<file path="config.mk">
export PLATFORM = sky130hd
export DESIGN_NAME = dd_odo_mul
export DESIGN_NICKNAME = d
export VERILOG_FILES = /design/src/rtl/dd_odo_pkg.sv /design/src/rtl/dd_odo_mul.sv
export SDC_FILE = /design/constraint.sdc
export NUM_CORES = 2
export LEC_CHECK = 0
export ABC_AREA = 1
export CAP_MARGIN = 40
export CORE_MARGIN = 1.5
export CORE_UTILIZATION = 60
export CTS_CLUSTER_SIZE = 28
export DETAILED_ROUTE_END_ITERATION = 7
export DONT_BUFFER_PORTS = 1
export PLACE_DENSITY = 0.76
export RECOVER_POWER = 25
export REMOVE_ABC_BUFFERS = 1
export SKIP_LAST_GASP = 1
export SYNTH_ARGS = -nofsm -noshare
export SYNTH_HDL_FRONTEND = slang
export SYNTH_SLANG_ARGS = --single-unit
</file>
<file path="constraint.sdc">
create_clock -name clk_i -period 10.5 [get_ports clk_i]
set_input_delay 1.575 -clock clk_i [delete_from_list [all_inputs] [get_ports clk_i]]
set_output_delay 1.575 -clock clk_i [all_outputs]
set_load 0.02 [all_outputs]
</file>
<file path="src/rtl/dd_odo_pkg.sv">
`timescale 1ns / 1ps
package dd_odo_pkg;

  localparam int unsigned CORDIC_STEPS_DEF = 16;
  localparam int unsigned TAB_LEN          = 24;
  localparam int unsigned TAB_IDX_W        = 5;

  localparam int unsigned MUL_W  = 34;
  localparam int unsigned PROD_W = 2 * MUL_W;
  localparam int unsigned DIV_W  = 72;
  localparam int unsigned DVS_W  = 32;

  localparam int unsigned CFG_IDX_W = 1;

  localparam logic [15:0]        RADIUS_RST = 16'd2163;
  localparam logic [15:0]        SEP_RST    = 16'd11141;
  localparam logic signed [19:0] PI_Q       = 20'sd205887;
  localparam logic signed [19:0] TWO_PI_Q   = 20'sd411775;
  localparam logic signed [31:0] CORDIC_K   = 32'sd652032874;
  localparam logic [19:0]        US_PER_S   = 20'd1000000;

  // floor(2^51 / TWO_PI_Q), reciprocal for the heading remainder
  localparam logic signed [MUL_W-1:0] TWO_PI_RECIP = 34'sd5468519977;

  typedef enum logic [CFG_IDX_W-1:0] {
    REG_RADIUS = 1'b0,
    REG_SEP    = 1'b1
  } cfg_reg_e;

  typedef logic signed [MUL_W-1:0]  mul_op_t;
  typedef logic signed [PROD_W-1:0] prod_t;

  // arctan(2^-i) in Q2.30
  function automatic logic [29:0] atan_entry(input logic [TAB_IDX_W-1:0] idx);
    logic [29:0] v;
    unique case (idx)
      5'd0:  v = 30'd843314856;
      5'd1:  v = 30'd497837829;
      5'd2:  v = 30'd263043836;
      5'd3:  v = 30'd133525158;
      5'd4:  v = 30'd67021686;
      5'd5:  v = 30'd33543515;
      5'd6:  v = 30'd16775850;
      5'd7:  v = 30'd8388437;
      5'd8:  v = 30'd4194282;
      5'd9:  v = 30'd2097149;
      5'd10: v = 30'd1048575;
      5'd11: v = 30'd524287;
      5'd12: v = 30'd262143;
      5'd13: v = 30'd131071;
      5'd14: v = 30'd65535;
      5'd15: v = 30'd32767;
      5'd16: v = 30'd16383;
      5'd17: v = 30'd8191;
      5'd18: v = 30'd4095;
      5'd19: v = 30'd2047;
      5'd20: v = 30'd1023;
      5'd21: v = 30'd511;
      5'd22: v = 30'd255;
      5'd23: v = 30'd127;
      default: v = 30'd0;
    endcase
    return v;
  endfunction

endpackage

</file>
<file path="src/rtl/dd_odo_mul.sv">
`timescale 1ns / 1ps
module dd_odo_mul (
  input  logic                 clk_i,
  input  dd_odo_pkg::mul_op_t  a_i,
  input  dd_odo_pkg::mul_op_t  b_i,
  output dd_odo_pkg::prod_t    p_o
);
  import dd_odo_pkg::*;

  prod_t p_q;

  // register every product; the sequencer reads it in the cycle after
  always_ff @(posedge clk_i) begin
    p_q <= a_i * b_i;
  end

  assign p_o = p_q;
endmodule

</file>
# Yosys cells after proc, flatten, opt, wreduce, memory -nomap -nowiden
# Index checks and enable logic that the tools add are counted.
# totals
ff_bits	68
out_inout_bits	68
elab_cells	2
# classes
mul	1
# ops
cell	n
multiplier 34 x 34 -> 68 bit	1

# Logic depth before layout (Yosys ltp)
# depth
depth_word	1
ltp_mapped	35
mapped_depth_nobuf	33

# Least setup slack after synthesis
# Ideal clock, no wire load.
# synth_timing
kind	input-to-reg
start	input a_i[33]
end	register p_q[66] (netlist: p_o[66])
setup_time_ns	0.112
arrival_time_ns	8.286
path_slack_ns	2.102
cell_stages	24
cell_sequence	clkbuf_1 clkbuf_1 nand2_1 inv_1 fa_1 fa_1 fa_1 fa_1 inv_1 fa_1 fa_1 inv_1 fa_1 fa_1 ha_1 nand2_1 nor2_1 inv_1 nor2_2 nand2_1 nor3_1 nand2_2 nand3_1 nand2_1
# synth_via
elab_chain_len	1
# synth_lines
element	line_no	rtl
start, declared	dd_odo_mul.sv:4	input dd_odo_pkg::mul_op_t a_i,
multiplier 34 x 34 -> 68 bit	dd_odo_mul.sv:14	p_q <= a_i * b_i;
end signal, assigned	dd_odo_mul.sv:14	
end, declared	dd_odo_mul.sv:10	prod_t p_q;
# No other way between the ends.

# Worst setup path after layout
# layout_timing
start	input b_i[10]
end	register p_q[60] (netlist: p_o[60])
# layout_via
elab_chain_len	1
# layout_lines
element	line_no	rtl
start, declared	dd_odo_mul.sv:5	input dd_odo_pkg::mul_op_t b_i,
multiplier 34 x 34 -> 68 bit	dd_odo_mul.sv:14	
# No other way between the ends.

==> results.py <==
metrics = {
    "die": {
        "num_io_pins": 137,
        "die_h_um": 281,
        "start_util_pct": 60.8,
        "dieArea_um2": 78700,
        "fp.dieW_um": 281,
        "core-area_um2": 76100,
        "row_count": 101,
    },
    "synth": {
        "syn_area_per_cell_um2": 7.74,
        "ys_seq_area_share_pct": 2.95,
        "ys_top_cells_by_count": "inv_1, nand2_1, fa_1",
        "synth_mux_area_share_pct": 0,
        "synth_edf_count": 0,
        "synth_top_area_share_pct": 53.7,
        "synth_top_family_by_area": "adder cells",
        "ys.flop_type": "dfxtp_1",
        "synth_cell_types": 32,
        "ys_top_cells_by_area": "fa_1, inv_1, nand2_1",
        "synth-adder-area-share_pct": 59.3,
        "synth_xor_area_share_pct": 0.663,
        "yosys.area_share.simple_pct": 16.6,
        "synth_cells": 5972,
        "synth.most_common_cell": "inv_1",
        "ys_warn_count": 0,
        "ys_async_sr_fraction_pct": 0,
        "synth_area_leader_cell": "fa_1",
        "synth_compound_area_share_pct": 1.13,
        "synth_seq_cells": 68,
        "netlist_area_um2": 46200,
    },
    "sta": {
        "finalSetupViolCount": 0,
        "fin_crit_ps": 8130,
        "min_period_over_period_pct": 77.4,
        "slew_headroom_pct": 52.7,
        "slew_violations": 0,
        "setup_tns_ps": 0,
        "fmax_mhz": 123,
        "rsz0062_at_grt": "false",
        "worst_pin_slew_ps": 708,
        "hold_viol": 0,
    },
    "routing": {
        "firstDrtPassIters": 5,
        "drt_wl_total_um": 122000,
        "vias": 34679,
        "wire_per_inst_um": 18.0,
        "drtIter0Drc": 2367,
        "vias_per_cell": 5.14,
        "drtAntennaViolNets": 0,
        "drc_errors": 0,
    },
    "setup_path": {
        "path_class": "input pin to register",
        "cp_max_fo": 34,
        "cp-start-kind": "input pin",
        "worst-path-buf-inv": 4,
        "crit_path_max_incr_delay_ps": 910,
        "timing.critical_path.arrival_ps": 8400,
        "path_cells": "nand2_1 -> fa_1 -> fa_1 -> inv_1 -> fa_1 -> inv_1 -> fa_1 -> fa_1 -> fa_1 -> fa_1 -> fa_1 -> inv_1 -> ha_1 -> nand2_1 -> nor2_1 -> inv_1 -> nor2_1 -> nand2_1 -> nor3_1 -> nand2_1 -> nand4_1 -> nand2_1",
        "crit_required_ps": 10770,
        "cpMostUsedCell": "fa_1",
        "critPathCaptureType": "register",
        "crit_slowest_cell": "fa_1",
        "cp_top_family": "adder cells",
    },
    "run": {
        "maxCapViolCount": 0,
    },
    "place": {
        "hpwlAfterDp_um": 103000,
        "portBuffers": 0,
        "gp_congestion": 1.00,
    },
    "cells_and_area": {
        "diodes": 0,
        "utilization_pct": 61.6,
        "num-fill-cells": 6695,
        "syn_to_final_growth_pct": 1.46,
        "drive_above_1_share_pct": 1.45,
        "final_nets": 7233,
        "largest_reg_flops": 68,
    },
    "outcome": {
        "status": "completed",
    },
    "grt": {
        "grt_pass1_wl_um": 202000,
        "grt.total_usage_pct": 33.1,
        "overflow": 0,
        "grt_start_max_net_pins": 35,
        "antenna_found_initial": 1,
        "first_global_vias": 38413,
    },
    "clock_tree": {
        "cts.path.max_buffers": 2,
        "post_cts_buffers": 0,
        "cts_root_buf": "clkbuf_16",
        "cts_made_buffers": 9,
        "cts_hold_buffers": 0,
        "clk_pin_slew_ps": 70,
        "h-tree-depth": 3,
        "cts_tree": "yes",
        "post_cts_resize_count": 0,
        "cts.sinks": 68,
    },
    "worst_hold_path": {
        "hp-class": "input pin to register",
    },
}
[per-stage QoR]
stage | instance area [um^2] | cells | setup WS (ps) | hold WS (ps)
after global placement | 46500 | 6735 | 1830 | 1670
after floorplan | 45200 | 5701 | 2520 | 1670
after detailed placement | 46600 | 6738 | 2030 | 1690
after global routing | 46900 | 6753 | 2040 | 1320
final | 46900 | 6753 | 2370 | 1320
after CTS | 46900 | 6753 | 2410 | 1300
[path summary, 6_finish.rpt]
kind	startpoint	end	slack, ps	depth (start not counted)
min	b_i[0]	p_o[0]	1320	2
max	b_i[10]	p_o[60]	2370	22
[layer usage]
layer / wire length, um / vias up / GRT usage [%]
met5: 12 / - / 0
met4: 3640 / 2 / 9.73
met3: 9360 / 284 / 5.25
met2: 60700 / 1313 / 57.1
met1: 48100 / 17593 / 43.4
li1: - / 15487 / -
[layout make-up]
cell class,instances,area [um^2],area share [%]
Clock buffer,9,225,0.480
Clock inverter,6,90.1,0.192
Inverter,2119,7950,17.0
Multi-Input combinational cell,3514,35900,76.5
Sequential cell,68,1360,2.90
Tap cell,1030,1290,2.75
Timing Repair Buffer,7,87.6,0.187
[cells by family (layout without fill, tap and decap cells)]
family | Yosys count | in the layout
flops | 68 | 68
buf+inv | 2390 | 2141
simple gates | 1939 | 1939
fa+ha+maj | 1445 | 1445
xor+xnor | 35 | 35
compound gates | 95 | 95
[cells in the final DEF, fill, tap and decap left out, types with 3 or more instances in the layout]
master,n
nor3_2,5
nor2_1,115
a21oi_2,4
xor2_1,33
nand4_1,19
buf_4,4
a21oi_1,59
dfxtp_1,68
nor3_1,15
o21ai_0,18
or2_2,8
clkbuf_16,9
inv_1,2116
nand2_1,1661
nand3_1,70
fa_1,1241
nand3b_1,3
o21bai_1,11
nand2_2,20
inv_2,3
ha_1,204
nor2_2,9
nand3_2,7
Power is not shown: default switching activity piles up to over one toggle a cycle in this logic, so the estimate is an artifact.
