===== config.mk =====
export PLATFORM = sky130hd
export DESIGN_NAME = dd_odo_div
export DESIGN_NICKNAME = d
export VERILOG_FILES = /design/src/rtl/dd_odo_pkg.sv /design/src/rtl/dd_odo_div.sv
export SDC_FILE = /design/constraint.sdc
export NUM_CORES = 1
export LEC_CHECK = 0
export BUFFER_PORTS_ARGS = -buffer_cell sky130_fd_sc_hd__buf_2
export CORE_UTILIZATION = 49
export DETAILED_ROUTE_END_ITERATION = 7
export HOLD_SLACK_MARGIN = 0.02
export MAX_ROUTING_LAYER = met4
export PLACE_DENSITY = 0.74
export SYNTH_ARGS = -nofsm -noshare
export SYNTH_HDL_FRONTEND = slang
export SYNTH_SLANG_ARGS = --single-unit

===== constraint.sdc =====
create_clock -name clk_i -period 2.8 [get_ports clk_i]
set_input_delay 0.56 -clock clk_i [delete_from_list [all_inputs] [get_ports clk_i]]
set_output_delay 0.56 -clock clk_i [all_outputs]
set_load 0.005 [all_outputs]

===== src/rtl/dd_odo_pkg.sv =====
`timescale 1ns / 1ps
package dd_odo_pkg;

  localparam int unsigned CORDIC_STEPS_DEF = 16;
  localparam int unsigned TAB_LEN          = 24;
  localparam int unsigned TAB_IDX_W        = 5;

  localparam int unsigned MUL_W  = 34;
  localparam int unsigned PROD_W = 2 * MUL_W;
  localparam int unsigned DIV_W  = 72;
  localparam int unsigned DVS_W  = 32;

  localparam int unsigned CFG_IDX_W = 1;

  localparam logic [15:0]        RADIUS_RST = 16'd2163;
  localparam logic [15:0]        SEP_RST    = 16'd11141;
  localparam logic signed [19:0] PI_Q       = 20'sd205887;
  localparam logic signed [19:0] TWO_PI_Q   = 20'sd411775;
  localparam logic signed [31:0] CORDIC_K   = 32'sd652032874;
  localparam logic [19:0]        US_PER_S   = 20'd1000000;

  // floor(2^51 / TWO_PI_Q), reciprocal for the heading remainder
  localparam logic signed [MUL_W-1:0] TWO_PI_RECIP = 34'sd5468519977;

  typedef enum logic [CFG_IDX_W-1:0] {
    REG_RADIUS = 1'b0,
    REG_SEP    = 1'b1
  } cfg_reg_e;

  typedef logic signed [MUL_W-1:0]  mul_op_t;
  typedef logic signed [PROD_W-1:0] prod_t;

  // arctan(2^-i) in Q2.30
  function automatic logic [29:0] atan_entry(input logic [TAB_IDX_W-1:0] idx);
    logic [29:0] v;
    unique case (idx)
      5'd0:  v = 30'd843314856;
      5'd1:  v = 30'd497837829;
      5'd2:  v = 30'd263043836;
      5'd3:  v = 30'd133525158;
      5'd4:  v = 30'd67021686;
      5'd5:  v = 30'd33543515;
      5'd6:  v = 30'd16775850;
      5'd7:  v = 30'd8388437;
      5'd8:  v = 30'd4194282;
      5'd9:  v = 30'd2097149;
      5'd10: v = 30'd1048575;
      5'd11: v = 30'd524287;
      5'd12: v = 30'd262143;
      5'd13: v = 30'd131071;
      5'd14: v = 30'd65535;
      5'd15: v = 30'd32767;
      5'd16: v = 30'd16383;
      5'd17: v = 30'd8191;
      5'd18: v = 30'd4095;
      5'd19: v = 30'd2047;
      5'd20: v = 30'd1023;
      5'd21: v = 30'd511;
      5'd22: v = 30'd255;
      5'd23: v = 30'd127;
      default: v = 30'd0;
    endcase
    return v;
  endfunction

endpackage


===== src/rtl/dd_odo_div.sv =====
`timescale 1ns / 1ps
module dd_odo_div (
  input  logic                              clk_i,
  input  logic                              rst_ni,
  input  logic                              start_i,
  input  logic [dd_odo_pkg::DIV_W-1:0]      dividend_i,
  input  logic [dd_odo_pkg::DVS_W-1:0]      divisor_i,
  output logic                              done_o,
  output logic [dd_odo_pkg::DIV_W-1:0]      quot_o
);
  import dd_odo_pkg::*;

  localparam int unsigned CNT_W = $clog2(DIV_W);

  logic [DIV_W-1:0] quo_q;
  logic [DVS_W-1:0] rem_q, dvs_q;
  logic [CNT_W-1:0] cnt_q;
  logic             run_q, done_q;
  logic [DVS_W:0]   trial;
  logic             fits;

  assign trial = {rem_q, quo_q[DIV_W-1]};
  assign fits  = trial >= {1'b0, dvs_q};

  // restoring division, one quotient bit a cycle
  always_ff @(posedge clk_i or negedge rst_ni) begin
    if (!rst_ni) begin
      run_q  <= 1'b0;
      done_q <= 1'b0;
      cnt_q  <= '0;
    end else begin
      done_q <= 1'b0;
      if (start_i) begin
        run_q <= 1'b1;
        cnt_q <= '0;
      end else if (run_q) begin
        cnt_q <= cnt_q + 1'b1;
        if (cnt_q == CNT_W'(DIV_W - 1)) begin
          run_q  <= 1'b0;
          done_q <= 1'b1;
        end
      end
    end
  end

  always_ff @(posedge clk_i) begin
    if (start_i) begin
      quo_q <= dividend_i;
      rem_q <= '0;
      dvs_q <= divisor_i;
    end else if (run_q) begin
      rem_q <= fits ? DVS_W'(trial - {1'b0, dvs_q}) : trial[DVS_W-1:0];
      quo_q <= {quo_q[DIV_W-2:0], fits};
    end
  end

  assign done_o = done_q;
  assign quot_o = quo_q;
endmodule


After elaboration in Yosys (flattened, before gate mapping):

Cells that the tools add are included.

* add/sub/neg operators: 2
* $lt $le $gt $ge: 1
* equality and inequality tests: 1
* multiplexer cells: 11
* reduce and logical (&&, ||, !) cells: 1

Operator list (number)
* two-way mux 72 bit: 2
* >= comparator 33 x 32 -> 1 bit: 1
* two-way mux 32 bit: 1
* subtractor 32 bit: 1
* two-way mux 7 bit: 2
* adder 7 x 1 -> 7 bit, second input constant: 1
* == test 7 bit, second input constant: 1
* two-way mux 1 bit: 6
* nonzero test 2 bit: 1

* register bits after elaboration: 145
* input port bits: 107
* word-level logic and storage cells: 22

Longest topological paths before layout:

* depth in word-level cells: 4
* depth in mapped cells: 14

Least setup slack after synthesis:

OpenSTA, ideal clock, no wires.

* path type: flip-flop to flip-flop
* start: register dvs_q[1]
* end: register rem_q[24]
* data arrival time: 2695 ps
* data required time: 2666 ps
* path slack: -28 ps
* stages on the path, launching flop included: 14
* buffers on the path: 2
* period minus slack after synthesis: 2828 ps
* cells stage by stage: edfxtp_1 -> inv_1 -> ha_1 -> nor2b_1 -> o2111ai_1 -> a21oi_2 -> o211ai_2 -> a2111oi_2 -> nor4_4 -> or2_1 -> buf_6 -> buf_8 -> a31oi_1 -> o22ai_1

* word-level cells in the longest chain between the ends: 2
* elaborated cells on any way between the ends: 3
* those cells by class: add/sub: 1; order compare: 1; mux: 1

RTL lines
* start, declared: line dd_odo_div.sv:16 `logic [DVS_W-1:0] rem_q, dvs_q;`
* start signal, assigned: line dd_odo_div.sv:50 `dvs_q <= divisor_i;`
* subtractor 32 bit / >= comparator 33 x 32 -> 1 bit (equally long branches): line dd_odo_div.sv:52, dd_odo_div.sv:23
* two-way mux 32 bit (*): line dd_odo_div.sv:52 `rem_q <= fits ? DVS_W'(trial - {1'b0, dvs_q}) : trial[DVS_W-1:0];`
* end signal, assigned: line dd_odo_div.sv:52
* end, declared: line dd_odo_div.sv:16

Every way passes the cells marked *; elsewhere a longest branch is shown, timed or not.
A chain may end at the register's enable or synchronous reset.

Final worst setup path:

* start: register dvs_q[0]
* end: register rem_q[0]

Same word-level chain as after synthesis.

==> results.py <==
metrics = {
    "outcome": {
        "status": "finished, violations left",
        "violations": "setup timing",
    },
    "floorplan": {
        "rows": 45,
        "die_w_um": 127.1,
        "design.die.area_um2": 16160,
        "die_h_um": 127.1,
        "io_pins": 180,
        "start_util_pct": 50.27,
        "core_um2": 15260,
    },
    "routing": {
        "drc": 0,
        "antenna_left": 0,
        "drt_iter0_drc": 461,
        "wl_per_cell_um": 17.66,
        "drt_wl_total_um": 19820,
        "first_pass_iters": 5,
        "vias_per_cell": 5.442,
        "vias": 6106,
    },
    "synth": {
        "avgSynthCellArea_um2": 11.54,
        "yosysWarnings": 0,
        "mappedNetlistNets": 806,
        "synth_cell_types": 63,
        "synth_area_um2": 7671,
        "ys_dominant_reg_cell": "edfxtp_1",
        "synth-edff-count": 104,
        "async_reset_ff_share_pct": 6.207,
        "ys_seq_area_share_pct": 52.00,
        "ys_ff_latch": 145,
        "syn_inst": 665,
    },
    "pwr": {
        "power_leakage_nw": 4.414,
        "ir_drop_mv": 0.4451,
        "power_density_nw_per_um2": 548.9,
    },
    "critical_path": {
        "cp_cell_sequence": "ha_4 > buf_4 > nor2b_4 > o2111ai_4 > a21oi_4 > o211ai_2 > a2111oi_4 > nor4_4 > buf_4 > or3_1 > a311oi_1",
        "cpMaxStageDelayCell": "a2111oi_4",
        "crit_path_start": "dvs_q[0]",
        "worstPathArrival_ns": 3.21,
        "end_kind": "register",
        "critPathRequiredTime_ns": 3.13,
        "worstSetupPathType": "reg -> reg",
        "startpoint_type": "register",
        "r2r_start": "dvs_q[0]",
        "worst-path-max-fanout": 5,
        "slowest_delay_ns": 0.45,
        "path_common_cell": "buf_4",
    },
    "clock_network": {
        "clock_path_buffers": 2,
        "cts_max_level": 4,
        "cts.clk_slew.worst_paths_ns": 0.07,
        "cts_buffers": 17,
        "cts_tree": "built",
        "cts_root_buf": "clkbuf_16",
        "insertion_delay_ns": 0.43,
        "clock-sinks": 145,
    },
    "sta": {
        "setup_viol": 15,
        "rsz0062_at_grt": "yes",
        "max_freq_ghz": 0.3467,
        "finalCriticalPeriod_ns": 2.885,
        "relSlewSlack_pct": 62.77,
        "tightest_slew_ns": 0.5584,
        "slew_viol_final": 0,
        "fin_crit_sh_pct": 103.0,
        "skew_ns": 0.01365,
        "hold_viol": 0,
        "worst_slack_ns": -0.08453,
    },
    "layout": {
        "area_growth_pct": 32.87,
        "antennaDiodeCount": 0,
        "final_core_util_pct": 66.80,
        "fill_cells": 1144,
        "multi_input_area_um2": 3735,
        "drive_above_1_share_pct": 45.01,
        "final_nets": 1039,
        "final_cells": 1122,
        "seqCellArea_um2": 3990,
    },
    "global_route": {
        "overflow": 0,
        "grt_max_degree": 61,
        "track_usage_pct": 24.78,
        "grt_pass1_vias": 5965,
        "grt_pass1_wl_um": 29840,
        "antenna_found_initial": 0,
    },
    "min_path": {
        "min_from": "divisor_i[24]",
        "hold_class": "in -> reg",
    },
    "place": {
        "place_hpwl_um": 13470,
        "dp_cells": 1079,
        "portBuffers": 179,
        "gp_congestion": 0.8508,
        "place_ws_ns": -0.1046,
    },
    "job": {
        "cap_violations": 0,
    },
}
[worst paths after layout]
check / endpoint / depth (start not counted) / slack [ns]
worst max-delay path: rem_q[0] / 11 / -0.08
worst min-delay path: dvs_q[24] / 1 / 0.30
worst max register to register: rem_q[0] / 11 / -0.08
worst min register to register: rem_q[21] / 2 / 0.50
max in group asynchronous: run_q / 2 / 2.09
min in group asynchronous: cnt_q[0] / 2 / 0.51
[cell usage after synthesis (all sizes together) (5+ instances only)]
master | instances | share of area (%)
clkbuf | 24 | 1.2
or3 | 5 | 0.41
xor2 | 11 | 1.3
a211o | 6 | 0.69
o21bai | 5 | 0.49
nor3 | 10 | 0.65
buf | 7 | 0.91
inv | 41 | 2.0
a21o | 16 | 1.6
nand4 | 7 | 0.57
xnor2 | 17 | 1.9
nor2b | 6 | 0.49
a311oi | 12 | 1.5
dfxtp | 32 | 8.4
dfrtp | 9 | 2.9
ha | 33 | 5.4
mux2 | 71 | 10
mux2i | 12 | 1.6
nand2b | 7 | 0.57
nor2 | 52 | 2.6
edfxtp | 104 | 41
o21ai | 20 | 1.3
nand2 | 47 | 2.3
a211oi | 15 | 1.5
nand3 | 11 | 0.72
a21oi | 34 | 2.3
[per-layer routing]
layer | share of wire, % | global-route usage (%)
met1 | 42 | 30.81
met2 | 49 | 39.50
met3 | 6.7 | 6.281
met4 | 1.9 | 8.403
met5 | 0 | -
[kinds of logic after synthesis]
group / count (synthesis) / synth area share (%)
muxes: 83 / 11.99
AOI/OAI and AO/OA: 137 / 12.49
DFF: 145 / 52.00
buffers and inverters: 72 / 4.094
xor gates and xnor gates: 28 / 3.197
adders and majority gates: 34 / 5.644
and+or+nand+nor: 166 / 10.59
[what timing repair did]
item / CTS / global route
pin swaps: 8 / 37
gates cloned: 0 / 1
endpoints found under the hold margin: 9 / 0
setup endpoints to repair: 31 / 33
resized for setup: 17 / 64
hold buffers: 1 / 0
buffers inserted: 2 / 7
[cell type report]
cell class	instances	share of cell area [%]
timing repair buffer	245	14.24
clock buffer	17	4.174
multi-input combinational	448	36.64
sequential	145	39.15
inverter	41	1.510
clock inverter	15	1.694
tap	211	2.590
[report_power, final]
part | leakage, nW | total [mW] | internal (mW) | switching [mW]
Sequential | 1.45 | 2.56 | 2.48 | 0.0792
Combinational | 2.68 | 0.717 | 0.376 | 0.341
Clock | 0.278 | 2.32 | 1.34 | 0.982
[critical path: cells and delay by family, from the launching register on]
| kind | cells | cell delay [ns] |
|---|---|---|
| AOI/OAI and AO/OA | 5 | 1.26 |
| adders and majority gates | 1 | 0.19 |
| buffers and inverters | 2 | 0.31 |
| DFF | 1 | 0.42 |
| and+or+nand+nor | 3 | 0.59 |
[stage by stage]
stage / power (mW) / instance area (um2) / TNS [ns] / hold slack (ns)
floorplan: 2.913 / 7684 / 0 / 0.2644
global placement: 3.223 / 9116 / -0.04247 / 0.4244
detailed placement: 3.241 / 9116 / -0.9468 / 0.4200
CTS: 5.572 / 9823 / 0 / 0.2850
global route: 5.788 / 10190 / -3.661 / 0.2844
finish: 5.595 / 10190 / -0.3906 / 0.3006
[flip-flops by register name, summed over array words and instances (netlist names)]
signal and count:
done_o 1, run_q 1, cnt_q 7, rem_q 32
quot_o 72, dvs_q 32
[cells in the final DEF (no fill, tap or decap), types with 25 or more instances in the layout]
| master | n |
|---|---|
| nand2_1 | 47 |
| dfxtp_1 | 32 |
| buf_2 | 178 |
| mux2_2 | 71 |
| ha_1 | 26 |
| edfxtp_1 | 104 |
| nor2_1 | 50 |
| inv_1 | 37 |
| a21oi_1 | 25 |
| buf_4 | 57 |
No activity file was read; power rests on OpenSTA's default activity.
