--- src/rtl/dd_odo_pkg.sv ---
`timescale 1ns / 1ps
package dd_odo_pkg;

  localparam int unsigned CORDIC_STEPS_DEF = 16;
  localparam int unsigned TAB_LEN          = 24;
  localparam int unsigned TAB_IDX_W        = 5;

  localparam int unsigned MUL_W  = 34;
  localparam int unsigned PROD_W = 2 * MUL_W;
  localparam int unsigned DIV_W  = 72;
  localparam int unsigned DVS_W  = 32;

  localparam int unsigned CFG_IDX_W = 1;

  localparam logic [15:0]        RADIUS_RST = 16'd2163;
  localparam logic [15:0]        SEP_RST    = 16'd11141;
  localparam logic signed [19:0] PI_Q       = 20'sd205887;
  localparam logic signed [19:0] TWO_PI_Q   = 20'sd411775;
  localparam logic signed [31:0] CORDIC_K   = 32'sd652032874;
  localparam logic [19:0]        US_PER_S   = 20'd1000000;

  // floor(2^51 / TWO_PI_Q), reciprocal for the heading remainder
  localparam logic signed [MUL_W-1:0] TWO_PI_RECIP = 34'sd5468519977;

  typedef enum logic [CFG_IDX_W-1:0] {
    REG_RADIUS = 1'b0,
    REG_SEP    = 1'b1
  } cfg_reg_e;

  typedef logic signed [MUL_W-1:0]  mul_op_t;
  typedef logic signed [PROD_W-1:0] prod_t;

  // arctan(2^-i) in Q2.30
  function automatic logic [29:0] atan_entry(input logic [TAB_IDX_W-1:0] idx);
    logic [29:0] v;
    unique case (idx)
      5'd0:  v = 30'd843314856;
      5'd1:  v = 30'd497837829;
      5'd2:  v = 30'd263043836;
      5'd3:  v = 30'd133525158;
      5'd4:  v = 30'd67021686;
      5'd5:  v = 30'd33543515;
      5'd6:  v = 30'd16775850;
      5'd7:  v = 30'd8388437;
      5'd8:  v = 30'd4194282;
      5'd9:  v = 30'd2097149;
      5'd10: v = 30'd1048575;
      5'd11: v = 30'd524287;
      5'd12: v = 30'd262143;
      5'd13: v = 30'd131071;
      5'd14: v = 30'd65535;
      5'd15: v = 30'd32767;
      5'd16: v = 30'd16383;
      5'd17: v = 30'd8191;
      5'd18: v = 30'd4095;
      5'd19: v = 30'd2047;
      5'd20: v = 30'd1023;
      5'd21: v = 30'd511;
      5'd22: v = 30'd255;
      5'd23: v = 30'd127;
      default: v = 30'd0;
    endcase
    return v;
  endfunction

endpackage

--- src/rtl/dd_odo_cordic.sv ---
`timescale 1ns / 1ps
module dd_odo_cordic #(
  parameter int unsigned STEPS = dd_odo_pkg::CORDIC_STEPS_DEF
) (
  input  logic                clk_i,
  input  logic                rst_ni,
  input  logic                start_i,
  input  logic signed [32:0]  z_i,
  output logic                done_o,
  output logic signed [31:0]  cos_o,
  output logic signed [31:0]  sin_o
);
  import dd_odo_pkg::*;

  localparam int unsigned RUN_STEPS = (STEPS > TAB_LEN) ? TAB_LEN : STEPS;

  logic signed [31:0]   x_q, y_q, xs, ys;
  logic signed [32:0]   z_q, at;
  logic [TAB_IDX_W-1:0] i_q;
  logic                 run_q, done_q, last;

  assign xs   = x_q >>> i_q;
  assign ys   = y_q >>> i_q;
  assign at   = $signed({3'b000, atan_entry(i_q)});
  assign last = i_q == TAB_IDX_W'(RUN_STEPS - 1);

  always_ff @(posedge clk_i or negedge rst_ni) begin
    if (!rst_ni) begin
      run_q  <= 1'b0;
      done_q <= 1'b0;
      i_q    <= '0;
    end else begin
      done_q <= 1'b0;
      if (start_i) begin
        run_q <= 1'b1;
        i_q   <= '0;
      end else if (run_q) begin
        i_q <= i_q + 1'b1;
        if (last) begin
          run_q  <= 1'b0;
          done_q <= 1'b1;
        end
      end
    end
  end

  // rotate towards zero residual angle
  always_ff @(posedge clk_i) begin
    if (start_i) begin
      x_q <= CORDIC_K;
      y_q <= '0;
      z_q <= z_i;
    end else if (run_q) begin
      if (!z_q[32]) begin
        x_q <= x_q - ys;
        y_q <= y_q + xs;
        z_q <= z_q - at;
      end else begin
        x_q <= x_q + ys;
        y_q <= y_q - xs;
        z_q <= z_q + at;
      end
    end
  end

  assign done_o = done_q;
  assign cos_o  = x_q;
  assign sin_o  = y_q;
endmodule

--- config.mk ---
export PLATFORM = sky130hd
export DESIGN_NAME = dd_odo_cordic
export DESIGN_NICKNAME = d
export VERILOG_FILES = /design/src/rtl/dd_odo_pkg.sv /design/src/rtl/dd_odo_cordic.sv
export SDC_FILE = /design/constraint.sdc
export NUM_CORES = 1
export LEC_CHECK = 0
export ABC_AREA = 1
export BUFFER_PORTS_ARGS = -buffer_cell sky130_fd_sc_hd__buf_2
export CAP_MARGIN = 10
export CORE_MARGIN = 2
export CORE_UTILIZATION = 42
export CTS_CLUSTER_DIAMETER = 200
export DETAILED_ROUTE_END_ITERATION = 7
export SLEW_MARGIN = 20
export SYNTH_ARGS = -nofsm -noshare
export SYNTH_HDL_FRONTEND = slang
export SYNTH_SLANG_ARGS = --single-unit
--- constraint.sdc ---
create_clock -name clk_i -period 10.4 [get_ports clk_i]
set_input_delay 2.08 -clock clk_i [delete_from_list [all_inputs] [get_ports clk_i]]
set_output_delay 2.08 -clock clk_i [all_outputs]
set_load 0.02 [all_outputs]
### Word-level counts from Yosys, hierarchy flattened

Memory sizes are Yosys's and may differ from the RTL's.
Index checks and enable logic that the tools add are counted.
Widths: inputs -> output; s select.

* output and inout port bits: 65
* input port bits: 36
* bits in read-only memories: 960
* flip-flop bits (word level): 104
* memories kept: 1
* word-level logic and storage cells: 31

Memories
* (name not given): depth 32, width 30, rd ports 1, clocked after Yosys merged registers in 0, write ports 0, RTL line dd_odo_pkg.sv:36 `unique case (idx)`

* reductions and logical operators: 1
* add/sub/neg operators: 7
* eq/ne operators: 1
* multiplexer cells: 13
* shifts and indexed selects: 2

Operators by type and width (number)
* $mux 33: 3
* $add 32x32->32: 2
* $mux 32: 2
* $sshr 32x5->32: 2
* $sub 32x32->32: 2
* $add 33x31->33: 1
* $sub 33x31->33: 1
* $mux 5: 2
* $mux 1: 6
* $add 5x1->5 const B: 1
* $eq 5x4->1 const B: 1
* $reduce_bool 2->1: 1

### Depth between registers and ports, before layout

Gate-level depths: netlist (run 1).
An unclocked memory read counts as a cell.

* depth after elaboration: 5
* gate-level depth with buffers: 36

### Least setup slack after synthesis (run 1)

No wires, ideal clock.

* path type: reg2reg
* start point: reg i_q[1]
* end point: reg z_q[26] (data pin)
* setup time: 0.254 ns
* cell stages (with the launch flop): 28
* period minus slack after synthesis: 4.136 ns
* arrival: 3.882 ns
* slack: 6.264 ns
* data required time: 10.146 ns
* cell sequence: dfrtp_1 -> inv_2 -> buf_4 -> buf_2 -> ha_1 -> nand2_1 -> o22ai_1 -> o21ai_0 -> nor3_1 -> a21oi_1 -> xnor2_1 -> inv_1 -> ha_1 -> inv_1 -> o21bai_1 -> a21oi_1 -> o21ai_0 -> a21oi_1 -> inv_1 -> nand2_1 -> nand2_1 -> a21oi_1 -> o21ai_0 -> nand2_1 -> nand2_1 -> nand2_1 -> nand3_1 -> nand2_1

* cells in the longest elaborated chain, start to end: 5

Ends and longest elaborated chain
* start: declaration: RTL line dd_odo_cordic.sv:19 `logic [TAB_IDX_W-1:0] i_q;`
* start signal: assignment: RTL line dd_odo_cordic.sv:38 `i_q <= i_q + 1'b1;`
* $mem_v2 32x30 (*)
* $sub 33x31->33 or $add 33x31->33 (tied branches): RTL line dd_odo_cordic.sv:57, dd_odo_cordic.sv:61
* $mux 33 (*): RTL line dd_odo_cordic.sv:54 `if (!z_q[32]) begin`
* $mux 33 (*): RTL line dd_odo_cordic.sv:53 `end else if (run_q) begin`
* $mux 33 (*): RTL line dd_odo_cordic.sv:49 `if (start_i) begin`
* end signal: assignment: RTL line dd_odo_cordic.sv:52 `z_q <= z_i;`
* end signal: assignment: RTL line dd_odo_cordic.sv:57 `z_q <= z_q - at;`
* end signal: assignment: RTL line dd_odo_cordic.sv:61 `z_q <= z_q + at;`
* end: declaration: RTL line dd_odo_cordic.sv:18 `logic signed [32:0] z_q, at;`

Mark *: on every way between the ends. The rest lies on a longest branch, timed or not. The select of a mux whose other input is x is not followed.
A chain may end at the register's enable or synchronous reset.

### Worst setup path in the final report (run 1)

* start point: reg i_q[0]
* end point: reg z_q[26] (data pin)

The elaborated chain is that of the path after synthesis.

==> summary.md, run 1 <==
## Critical path
* 10.55 ns — CP required
* sky130_fd_sc_hd__buf_4 — cell with the biggest individual delay on the critical path
* 6 — worst path buffer plus inverter count
* sky130_fd_sc_hd__nand2_1 — cell repeated most along the worst path
* i_q[0] — start point of the critical path
* 75 — maximum fanout along the worst path
* 6.28 ns — CP arrival
* compound AO/OA/AOI/OAI gates — family of cells with the greatest summed delay on the critical path
* 0.64 ns — Slowest Stage Delay on Critical Path
* register — type of element capturing the critical path
* register — element type at the critical path start
* reg -> reg — category of the most critical setup path
* i_q[0] — source of the worst register-to-register timing path

## Timing
* 6.14 ns — Tmin final
* 163 MHz — Max Freq
* 0 — Finish-stage setup viols
* 0.558 ns — Worst Hold Slack
* 1.02 ns — slew of the pin with the lowest slew margin
* 0.318 — max-slew headroom at the worst pin
* false — setup repair after global routing missed its margin
* 0 — Final Hold Violating Endpoints
* 0.590 — post-route clock period utilization
* 0 ns — total negative slack
* 0.0140 ns — final worst clock skew
* 0 — number of pins exceeding their max-slew limit in the final report

## Final layout
* 2694 — net count reported at finish
* 0 — count of antenna diodes in the layout
* 6.96% — Area Growth Syn to Fin
* 3828 — filler cell count
* 0.107 — proportion of layout cells with a drive suffix above 1

## Clock network
* yes — TritonCTS clock tree
* 0 — post-CTS setup buffer count
* 0.39 ns — Clock Latency Late Sink
* 0 — PostCTS Resize Cnt
* 104 — number of sinks driven by the clock tree
* 9 — cts bufs inserted
* 2 — Max Root-Sink Buffers
* 3 — htree depth
* 0 — hold bufs inserted after CTS
* sky130_fd_sc_hd__clkbuf_16 — CTS root buffer
* 0.09 ns — CTS clk-pin slew, worst paths

## Drt
* 5.51 — vias per std cell
* 53300 um — final wirelength
* 17.7 um — final routed wire length divided by cell count
* met4 — top metal layer carrying routed signals
* 0 — Detail Route Antenna Nets
* 22800 um — detailed-routed wire length on met2
* 25800 um — Met1 Wirelength
* 0 — number of remaining DRC errors
* 3430 um — met3 WL
* 1667 — DRC marker count from the first detailed-route iteration
* 16600 — Vias
* 5 — Pre-antenna DRT Iters

## Outcome
* complete, no violations — outcome

## Synthesis
* 0.0687 — XOR/XNOR share of the synthesized area
* 0 — yosys warns
* 57 — unique cell type count in the Yosys netlist
* 14800 um^2 — area of the mapped netlist
* sky130_fd_sc_hd__nand2_1 — top cell type by total area after synthesis
* 5.87 um^2 — average cell area after synthesis
* simple AND/OR/NAND/NOR gates — dominant combinational cell family by area after synthesis
* sky130_fd_sc_hd__dfxtp_1 — Post-synth top flop
* 0.157 — synthesized-area fraction occupied by ao, oa, aoi and oai cells
* 0.0955 — adder and majority gate portion of the synthesized area
* 33 — number of enable-type register cells in the synthesized netlist
* sky130_fd_sc_hd__nand2_1 — most repeated cell in the gate-level netlist after synthesis
* 2517 — Post-Synthesis Cells
* 0.419 — Synth Area in Simple Gates
* 0 — multiplexer share of the synthesized area
* 0.166 — share of the yosys chip area belonging to registers
* 2664 — synthesized net count
* 0.0673 — Post-synth ARST share
* 104 — flops & latches, synth
* 0.194 — area share of the largest cell type after synthesis
* sky130_fd_sc_hd__nand2_1 (764), sky130_fd_sc_hd__nand3_1 (315), sky130_fd_sc_hd__nor2_1 (213) — leading post-synthesis cells by instance count
* sky130_fd_sc_hd__nand2_1 (19%), sky130_fd_sc_hd__nand3_1 (11%), sky130_fd_sc_hd__ha_1 (9.1%) — Area contributors post-synth

## Floorplanning
* 101 — top-level port count
* 192 um — Die Span X
* 36700 um^2 — area of the die
* 0.427 — initial core utilization
* 34600 um^2 — area of the core
* 68 — Site Rows
* 192 um — vertical extent of the die

## Place
* 40800 um — DP HPWL
* 100 — total of buffers placed on input and output ports
* 0.932 — routability congestion estimate

## GRT
* 0.291 — global-route usage over all layers
* 15600 — via count of the first global-routing pass
* 0 — initial antenna violation count
* 0 — sum of overflow across all layers after global routing
* 76 — maximum number of pins on one net before global-route repair
* 83600 um — wire length of the first global-routing pass

## Worst hold path
* reg -> reg — Hold Path Class
* sin_o[0] — min-delay src

## Run
* 0 — max-capacitance violation count

==> flip-flops by register name (all words and copies together), names as in the netlist <==
signal  count
run_q       1
cos_o      32
i_q         5
done_o      1
z_q        33
sin_o      32
==> placed cells by master (no fill, tap or decap), types with 39 or more instances in the layout <==
cell,netlist,routed
sky130_fd_sc_hd__nand2_1,764,764
sky130_fd_sc_hd__nand3_1,315,315
sky130_fd_sc_hd__nor2_1,213,210
sky130_fd_sc_hd__inv_1,207,206
sky130_fd_sc_hd__a21oi_1,167,167
sky130_fd_sc_hd__o21ai_0,137,137
sky130_fd_sc_hd__ha_1,108,108
sky130_fd_sc_hd__buf_2,36,100
sky130_fd_sc_hd__xor2_1,77,77
sky130_fd_sc_hd__dfxtp_1,64,64
sky130_fd_sc_hd__nand2_2,40,40
sky130_fd_sc_hd__xnor2_1,39,39
==> tightest hold or removal path, stage by stage, from the launching register on <==
cell                      delay, ns
sky130_fd_sc_hd__dfxtp_1       0.34
sky130_fd_sc_hd__inv_1         0.08
sky130_fd_sc_hd__o22ai_1       0.09
==> layer usage <==
metal	vias up	track usage
met5	-	0
met4	0	0.0911
met3	63	0.0420
met2	542	0.447
met1	7584	0.418
li1	8368	-
==> per-stage QoR <==
stage,cell area [um^2],util,setup WS [ns],cells
finish,15800,0.457,4.26,3007
CTS,15800,0.457,4.45,3007
floorplan,14800,-,6.26,2517
global route,15800,0.457,3.74,3007
global placement,15500,0.448,4.57,2991
detailed placement,15500,0.448,4.50,2991
==> cells by family after synthesis <==
family          count (synthesis)
buf+inv                       337
compound gates                416
simple gates                 1433
flops                         104
xor+xnor                      116
fa+ha+maj                     111
==> path summary, 6_finish.rpt <==
check | cells after the start | endpoint | slack, ns
max | 27 | z_q[26] | 4.26
min | 2 | sin_o[0] | 0.56
max reg2reg | 27 | z_q[26] | 4.26
min reg2reg | 2 | sin_o[0] | 0.56
max in group asynchronous | 1 | i_q[4] | 8.68
min in group asynchronous | 1 | i_q[2] | 1.52
==> final cells by class <==
cell class	instances	area (um^2)	share of cell area
clock inverter	5	41.3	0.00261
inverter	235	882	0.0558
multi-input combinational	2076	11000	0.693
clock buffer	11	254	0.0161
tap	455	569	0.0360
sequential	104	2450	0.155
timing repair buffer	121	658	0.0416
Power of run 1 is not shown: default switching activity piles up to over one toggle a cycle in this logic, so the estimate is an artifact.
==> inputs of run 2 (changes only) <==
==> constraint.sdc (replaced) <==
create_clock -name clk_i -period 6.4 [get_ports clk_i]
set_input_delay 1.28 -clock clk_i [delete_from_list [all_inputs] [get_ports clk_i]]
set_output_delay 1.28 -clock clk_i [all_outputs]
set_load 0.02 [all_outputs]
==> run 2 against run 1 <==
  * Core utilization rose by 0.083 points
  * Worst setup slack got worse by 3.4 ns
  * Non-clock buffer count rose by 5
  * Global-route usage fell by 0.053 points
  * Register-to-register slack got worse by 3.4 ns
  * Sequential share of layout area barely moved
  * Clock skew rose by 0.0093 ns
  * Critical path depth did not move
  * Maximum frequency rose by 10%
  * Flip-flop and latch count did not move
  * Wire length fell by 0.25%
  * Hold slack got worse by 0.0031 ns
==> summary.md, run 2 (synthesis gave the netlist of run 1 again) <==
## Critical path
* register — element type at the critical path start
* i_q[0] — source of the worst register-to-register timing path
* z_q[26] — capture instance of the worst register-to-register path
* 27 — R2R depth
* 0.84 ns — internal reg-to-reg setup slack
* register — type of element capturing the critical path
* reg -> reg — category of the most critical setup path
* 35 — maximum fanout along the worst path
* 5.71 ns — CP arrival
* 6.55 ns — CP required

## GRT
* 75 — maximum number of pins on one net before global-route repair
* 83600 um — wire length of the first global-routing pass
* 0 — initial antenna violation count
* 15400 — via count of the first global-routing pass
* 0 — sum of overflow across all layers after global routing
* 0.291 — global-route usage over all layers

## Drt
* 16500 — Vias
* 17.6 um — final routed wire length divided by cell count
* 5.48 — vias per std cell
* 0 — Detail Route Antenna Nets
* 5 — Pre-antenna DRT Iters
* 53100 um — final wirelength
* 1468 — DRC marker count from the first detailed-route iteration
* 0 — number of remaining DRC errors

## Timing
* 180 MHz — Max Freq
* 0 — Final Hold Violating Endpoints
* 0 ns — total negative slack
* 0.841 ns — worst setup margin
* 0.869 — post-route clock period utilization
* 1.02 ns — slew of the pin with the lowest slew margin
* 0.0233 ns — final worst clock skew
* 0 — number of pins exceeding their max-slew limit in the final report
* false — setup repair after global routing missed its margin
* 5.56 ns — Tmin final
* 0.314 — max-slew headroom at the worst pin
* 0 — Finish-stage setup viols

## Clock network
* 104 — number of sinks driven by the clock tree
* 0 — post-CTS setup buffer count
* 0.08 ns — CTS clk-pin slew, worst paths
* 0.40 ns — Clock Latency Late Sink
* 3 — htree depth
* 0 — PostCTS Resize Cnt
* yes — TritonCTS clock tree
* 9 — cts bufs inserted
* sky130_fd_sc_hd__clkbuf_16 — CTS root buffer
* 2 — Max Root-Sink Buffers
* 0 — hold bufs inserted after CTS

## Floorplanning
* 36700 um^2 — area of the die
* 101 — top-level port count
* 0.427 — initial core utilization
* 68 — Site Rows
* 34600 um^2 — area of the core
* 192 um — vertical extent of the die
* 192 um — Die Span X

## Run
* 0 — max-capacitance violation count

## Worst hold path
* sin_o[0] — hold path endpoint
* reg -> reg — Hold Path Class
* sin_o[0] — min-delay src
* 2 — number of cells on the worst hold path

## Place
* 2996 — number of placed instances, taps included
* 0.934 ns — pre-CTS WS
* 15600 um^2 — placed cell area
* 0.913 — routability congestion estimate
* 41600 um — DP HPWL
* 100 — total of buffers placed on input and output ports

## Final layout
* 3012 — count of non-filler cells in the finished layout
* 0.109 — proportion of layout cells with a drive suffix above 1
* 3872 — filler cell count
* 0 — count of antenna diodes in the layout
* sky130_fd_sc_hd__nand2_1 — leading cell type in the layout, fill and taps excluded
* sky130_fd_sc_hd__nand2_1 (764), sky130_fd_sc_hd__nand3_1 (315), sky130_fd_sc_hd__nor2_1 (210) — top library cells by usage in the layout, fill and taps aside
* z_q — top register by number of flip-flops
* 33 — max FFs per register
* 15800 um^2 — Post-Layout Inst Area
* 2699 — net count reported at finish
* 7.15% — Area Growth Syn to Fin

## Outcome
* complete, no violations — outcome

## run 2: cell count changes in the layout (fill, tap and decap cells not counted)
cell	change
sky130_fd_sc_hd__inv_4	-1
sky130_fd_sc_hd__clkbuf_16	-1
sky130_fd_sc_hd__buf_4	+5
sky130_fd_sc_hd__inv_8	+2
## run 2: critical path, stage by stage, from the launching register on
cell	delay, ns
sky130_fd_sc_hd__dfrtp_2	0.41
sky130_fd_sc_hd__inv_2	0.54
sky130_fd_sc_hd__buf_4	0.41
sky130_fd_sc_hd__ha_1	0.23
sky130_fd_sc_hd__nand2_1	0.06
sky130_fd_sc_hd__o21ai_0	0.08
sky130_fd_sc_hd__o21ai_0	0.19
sky130_fd_sc_hd__a21oi_1	0.25
sky130_fd_sc_hd__nor3_1	0.07
sky130_fd_sc_hd__a21oi_1	0.19
sky130_fd_sc_hd__xnor2_1	0.16
sky130_fd_sc_hd__inv_1	0.08
sky130_fd_sc_hd__ha_1	0.34
sky130_fd_sc_hd__inv_1	0.05
sky130_fd_sc_hd__o21bai_1	0.11
sky130_fd_sc_hd__a21oi_1	0.07
sky130_fd_sc_hd__o21ai_0	0.60
sky130_fd_sc_hd__a21oi_1	0.14
sky130_fd_sc_hd__inv_1	0.15
sky130_fd_sc_hd__nand2_1	0.07
sky130_fd_sc_hd__nand2_1	0.17
sky130_fd_sc_hd__a21oi_1	0.12
sky130_fd_sc_hd__o21ai_0	0.41
sky130_fd_sc_hd__nand2_1	0.14
sky130_fd_sc_hd__nand2_1	0.09
sky130_fd_sc_hd__nand2_1	0.05
sky130_fd_sc_hd__nand3_1	0.07
sky130_fd_sc_hd__nand2_1	0.06
## run 2: metrics by stage
step / hold WS [ns] / util
final: 0.555 / 0.458
after global routing: 0.579 / 0.458
after CTS: 0.552 / 0.458
after detailed placement: 0.537 / 0.449
after global placement: 0.545 / 0.449
after floorplan: 0.569 / -
## run 2: worst max-delay path by stage
stage                 from       to  slack (ns)  depth (start not counted)
floorplan           i_q[1]  z_q[26]        2.26                         27
global placement    i_q[0]  z_q[26]        1.05                         27
detailed placement  i_q[0]  z_q[26]        0.93                         27
CTS                 i_q[0]  z_q[26]        0.89                         27
global route        i_q[0]  z_q[26]        0.30                         27
finish              i_q[0]  z_q[26]        0.84                         27
## run 2: final cells by class
class	instances	area (um^2)	share of cell area
multi-input cells	2076	11000	0.692
clock buffers	10	229	0.0145
clock inverters	6	57.6	0.00363
inverters	235	882	0.0557
well taps	455	569	0.0359
repair buffers	126	696	0.0439
flip-flops and latches	104	2450	0.155
## run 2: per-layer routing
metal	track usage	up-vias	share of wire
li1	-	8377	-
met1	0.425	7594	0.49
met2	0.452	488	0.43
met3	0.0312	58	0.059
met4	0.0763	0	0.020
met5	0	-	0
Power of run 2 is left out for the same reason.
==> inputs of run 3 (changes only) <==
--- a/config.mk
+++ b/config.mk
@@ -5,7 +5,6 @@
 export SDC_FILE = /design/constraint.sdc
 export NUM_CORES = 1
 export LEC_CHECK = 0
-export ABC_AREA = 1
 export BUFFER_PORTS_ARGS = -buffer_cell sky130_fd_sc_hd__buf_2
 export CAP_MARGIN = 10
 export CORE_MARGIN = 2
==> run 3 against run 2 <==
  * Register-to-register slack worse by 0.55 ns
  * Synthesized area up 3.8%
  * Wire length grew 1.1%
  * Clock skew down 0.0061 ns
==> summary.md, run 3 <==
## Outcome
* complete, no violations — outcome

## Clock network
* 104 — number of sinks driven by the clock tree
* 2 — Max Root-Sink Buffers
* 0.08 ns — CTS clk-pin slew, worst paths
* sky130_fd_sc_hd__clkbuf_16 — CTS root buffer
* 9 — cts bufs inserted
* yes — TritonCTS clock tree
* 3 — htree depth
* 0.39 ns — Clock Latency Late Sink

## GRT
* 14400 — via count of the first global-routing pass
* 0.361 — grt met1 use
* 0.460 — GR Util met2
* 0.0380 — met3 track demand over resource in global routing
* 0 — sum of overflow across all layers after global routing
* met2 — global-route layer with the greatest usage
* 0 — initial antenna violation count
* 72 — maximum number of pins on one net before global-route repair
* 82900 um — wire length of the first global-routing pass
* 0.278 — global-route usage over all layers

## Critical path
* buf_4, and2_1, a211oi_1, a31oi_1, o21ai_0, and4_1, and3b_1, nor2_1, xor2_1, ha_1, a21o_1, a2111oi_0, o31a_1, o21ai_0, a221oi_1, buf_4, o211a_1, nor2_1, a21oi_1, nor4_1, a221o_1 — cells along the critical path
* 0.89 ns — Slowest Stage Delay on Critical Path
* reg -> reg — category of the most critical setup path
* register — type of element capturing the critical path
* 2 — worst path buffer plus inverter count
* sky130_fd_sc_hd__dfrtp_4 — cell with the biggest individual delay on the critical path
* 53 — maximum fanout along the worst path
* compound AO/OA/AOI/OAI gates — family of cells with the greatest summed delay on the critical path
* 6.68 ns — CP required
* 0.29 ns — internal reg-to-reg setup slack
* 6.39 ns — CP arrival
* register — element type at the critical path start

## Synthesis
* 0.159 — share of the yosys chip area belonging to registers
* 91 — unique cell type count in the Yosys netlist
* sky130_fd_sc_hd__nor2_1 — most repeated cell in the gate-level netlist after synthesis
* sky130_fd_sc_hd__mux4_2 (11%), sky130_fd_sc_hd__ha_1 (8.8%), sky130_fd_sc_hd__dfxtp_1 (8.3%) — Area contributors post-synth
* 0.106 — area share of the largest cell type after synthesis
* 0.204 — multiplexer share of the synthesized area
* sky130_fd_sc_hd__dfxtp_1 — Post-synth top flop
* 104 — flops & latches, synth
* 8.26 um^2 — average cell area after synthesis
* 0.161 — Synth Area in Simple Gates
* 1857 — Post-Synthesis Cells
* compound AO/OA/AOI/OAI gates — dominant combinational cell family by area after synthesis
* 15300 um^2 — area of the mapped netlist
* 33 — number of enable-type register cells in the synthesized netlist
* 2004 — synthesized net count
* 0 — yosys warns
* 0.241 — synthesized-area fraction occupied by ao, oa, aoi and oai cells
* 0.0890 — XOR/XNOR share of the synthesized area
* sky130_fd_sc_hd__nor2_1 (194), sky130_fd_sc_hd__a21oi_1 (160), sky130_fd_sc_hd__nand2_1 (145) — leading post-synthesis cells by instance count
* sky130_fd_sc_hd__mux4_2 — top cell type by total area after synthesis
* 0.0673 — Post-synth ARST share
* 0.0920 — adder and majority gate portion of the synthesized area

## Run
* 0 — max-capacitance violation count

## Timing
* 0 — number of pins exceeding their max-slew limit in the final report
* 0.0171 ns — final worst clock skew
* 0 ns — total negative slack
* 0.209 — max-slew headroom at the worst pin
* 0 — Finish-stage setup viols
* 0 — Final Hold Violating Endpoints
* false — setup repair after global routing missed its margin
* 1.18 ns — slew of the pin with the lowest slew margin
* 164 MHz — Max Freq
* 0.954 — post-route clock period utilization
* 0.547 ns — Worst Hold Slack
* 6.11 ns — Tmin final

## Place
* 40400 um — DP HPWL
* 100 — total of buffers placed on input and output ports
* 1.02 — routability congestion estimate

## Drt
* 0 — number of remaining DRC errors
* 22.4 um — final routed wire length divided by cell count
* 6 — Pre-antenna DRT Iters
* 0 — Detail Route Antenna Nets
* 15100 — Vias
* 1507 — DRC marker count from the first detailed-route iteration
* 6.29 — vias per std cell
* 53700 um — final wirelength

## Floorplanning
* 101 — top-level port count
* 70 — Site Rows
* 0.423 — initial core utilization
* 38100 um^2 — area of the die
* 36300 um^2 — area of the core
* 195 um — Die Span X
* 195 um — vertical extent of the die

## Final layout
* sky130_fd_sc_hd__nor2_1 (194), sky130_fd_sc_hd__a21oi_1 (160), sky130_fd_sc_hd__nand2_1 (145) — top library cells by usage in the layout, fill and taps aside
* 2075 — net count reported at finish
* 9.59% — Area Growth Syn to Fin
* 3649 — filler cell count
* sky130_fd_sc_hd__nor2_1 — leading cell type in the layout, fill and taps excluded
* 0 — count of antenna diodes in the layout
* 33 — max FFs per register
* 0.174 — proportion of layout cells with a drive suffix above 1
* z_q — top register by number of flip-flops

## Worst hold path
* reg -> reg — Hold Path Class

[run 3: cell types whose count changed after synthesis, moves of 19 or more]
cell / before / now
sky130_fd_sc_hd__mux2_2: 0 / 30
sky130_fd_sc_hd__mux4_2: 0 / 72
sky130_fd_sc_hd__inv_2: 23 / 4
sky130_fd_sc_hd__mux2i_1: 0 / 97
sky130_fd_sc_hd__inv_1: 207 / 47
sky130_fd_sc_hd__a211oi_1: 0 / 25
sky130_fd_sc_hd__nand2_1: 764 / 145
sky130_fd_sc_hd__nand2b_1: 0 / 23
sky130_fd_sc_hd__xnor2_1: 39 / 97
sky130_fd_sc_hd__nand3_1: 315 / 22
sky130_fd_sc_hd__nor3_1: 14 / 38
sky130_fd_sc_hd__nor2_1: 213 / 194
sky130_fd_sc_hd__a21o_1: 11 / 49
sky130_fd_sc_hd__nand2_2: 40 / 0
[run 3: metrics by stage]
step | area [um^2] | util | cells | setup slack [ns]
3_3_place_gp | 16400 | 0.452 | 2375 | 0.229
4_1_cts | 16700 | 0.461 | 2391 | 0.116
3_5_place_dp | 16400 | 0.452 | 2375 | 0.195
2_1_floorplan | 15300 | - | 1857 | 1.27
5_1_grt | 16800 | 0.464 | 2401 | 0.0209
6_report | 16800 | 0.464 | 2401 | 0.294
[run 3: tightest hold or removal path, stage by stage (launching register included)]
cell,delay (ns)
sky130_fd_sc_hd__dfxtp_1,0.35
sky130_fd_sc_hd__nor2_1,0.10
sky130_fd_sc_hd__a211oi_1,0.05
[run 3: logic make-up (layout without fill, tap and decap cells)]
kind of cell,after synthesis,after routing
compound gates,573,573
simple gates,536,536
mux,207,207
buf+inv,170,246
xor+xnor,156,156
fa+ha+maj,111,111
flops,104,104
[run 3: layout make-up]
class | instances | area, um^2 | area share
well taps | 468 | 586 | 0.0348
clock buffers | 11 | 233 | 0.0138
repair buffers | 177 | 1160 | 0.0692
clock inverters | 5 | 81.3 | 0.00484
flip-flops and latches | 104 | 2460 | 0.147
multi-input cells | 1583 | 12100 | 0.719
inverters | 53 | 199 | 0.0118
[run 3: worst paths after layout]
path | endpoint | depth (start not counted) | startpoint
worst max-delay path | sin_o[26] | 21 | i_q[3]
worst min-delay path | cos_o[2] | 2 | cos_o[2]
worst max register to register | sin_o[26] | 21 | i_q[3]
worst min register to register | cos_o[2] | 2 | cos_o[2]
max in group asynchronous | i_q[1] | 1 | rst_ni
min in group asynchronous | i_q[2] | 1 | rst_ni
[run 3: timing repair]
| action | 4_1_cts | 5_1_grt |
|---|---|---|
| setup buffers | 0 | 10 |
| gates resized for setup | 0 | 2 |
| endpoints found under the setup margin | 0 | 11 |
| hold buffers | 0 | 0 |
[run 3: metal layers]
layer	share of wire	wire (um)
met1	0.43	22900
met2	0.46	24700
met3	0.066	3530
met4	0.047	2540
met5	0	0
Power of run 3 is left out for the same reason.
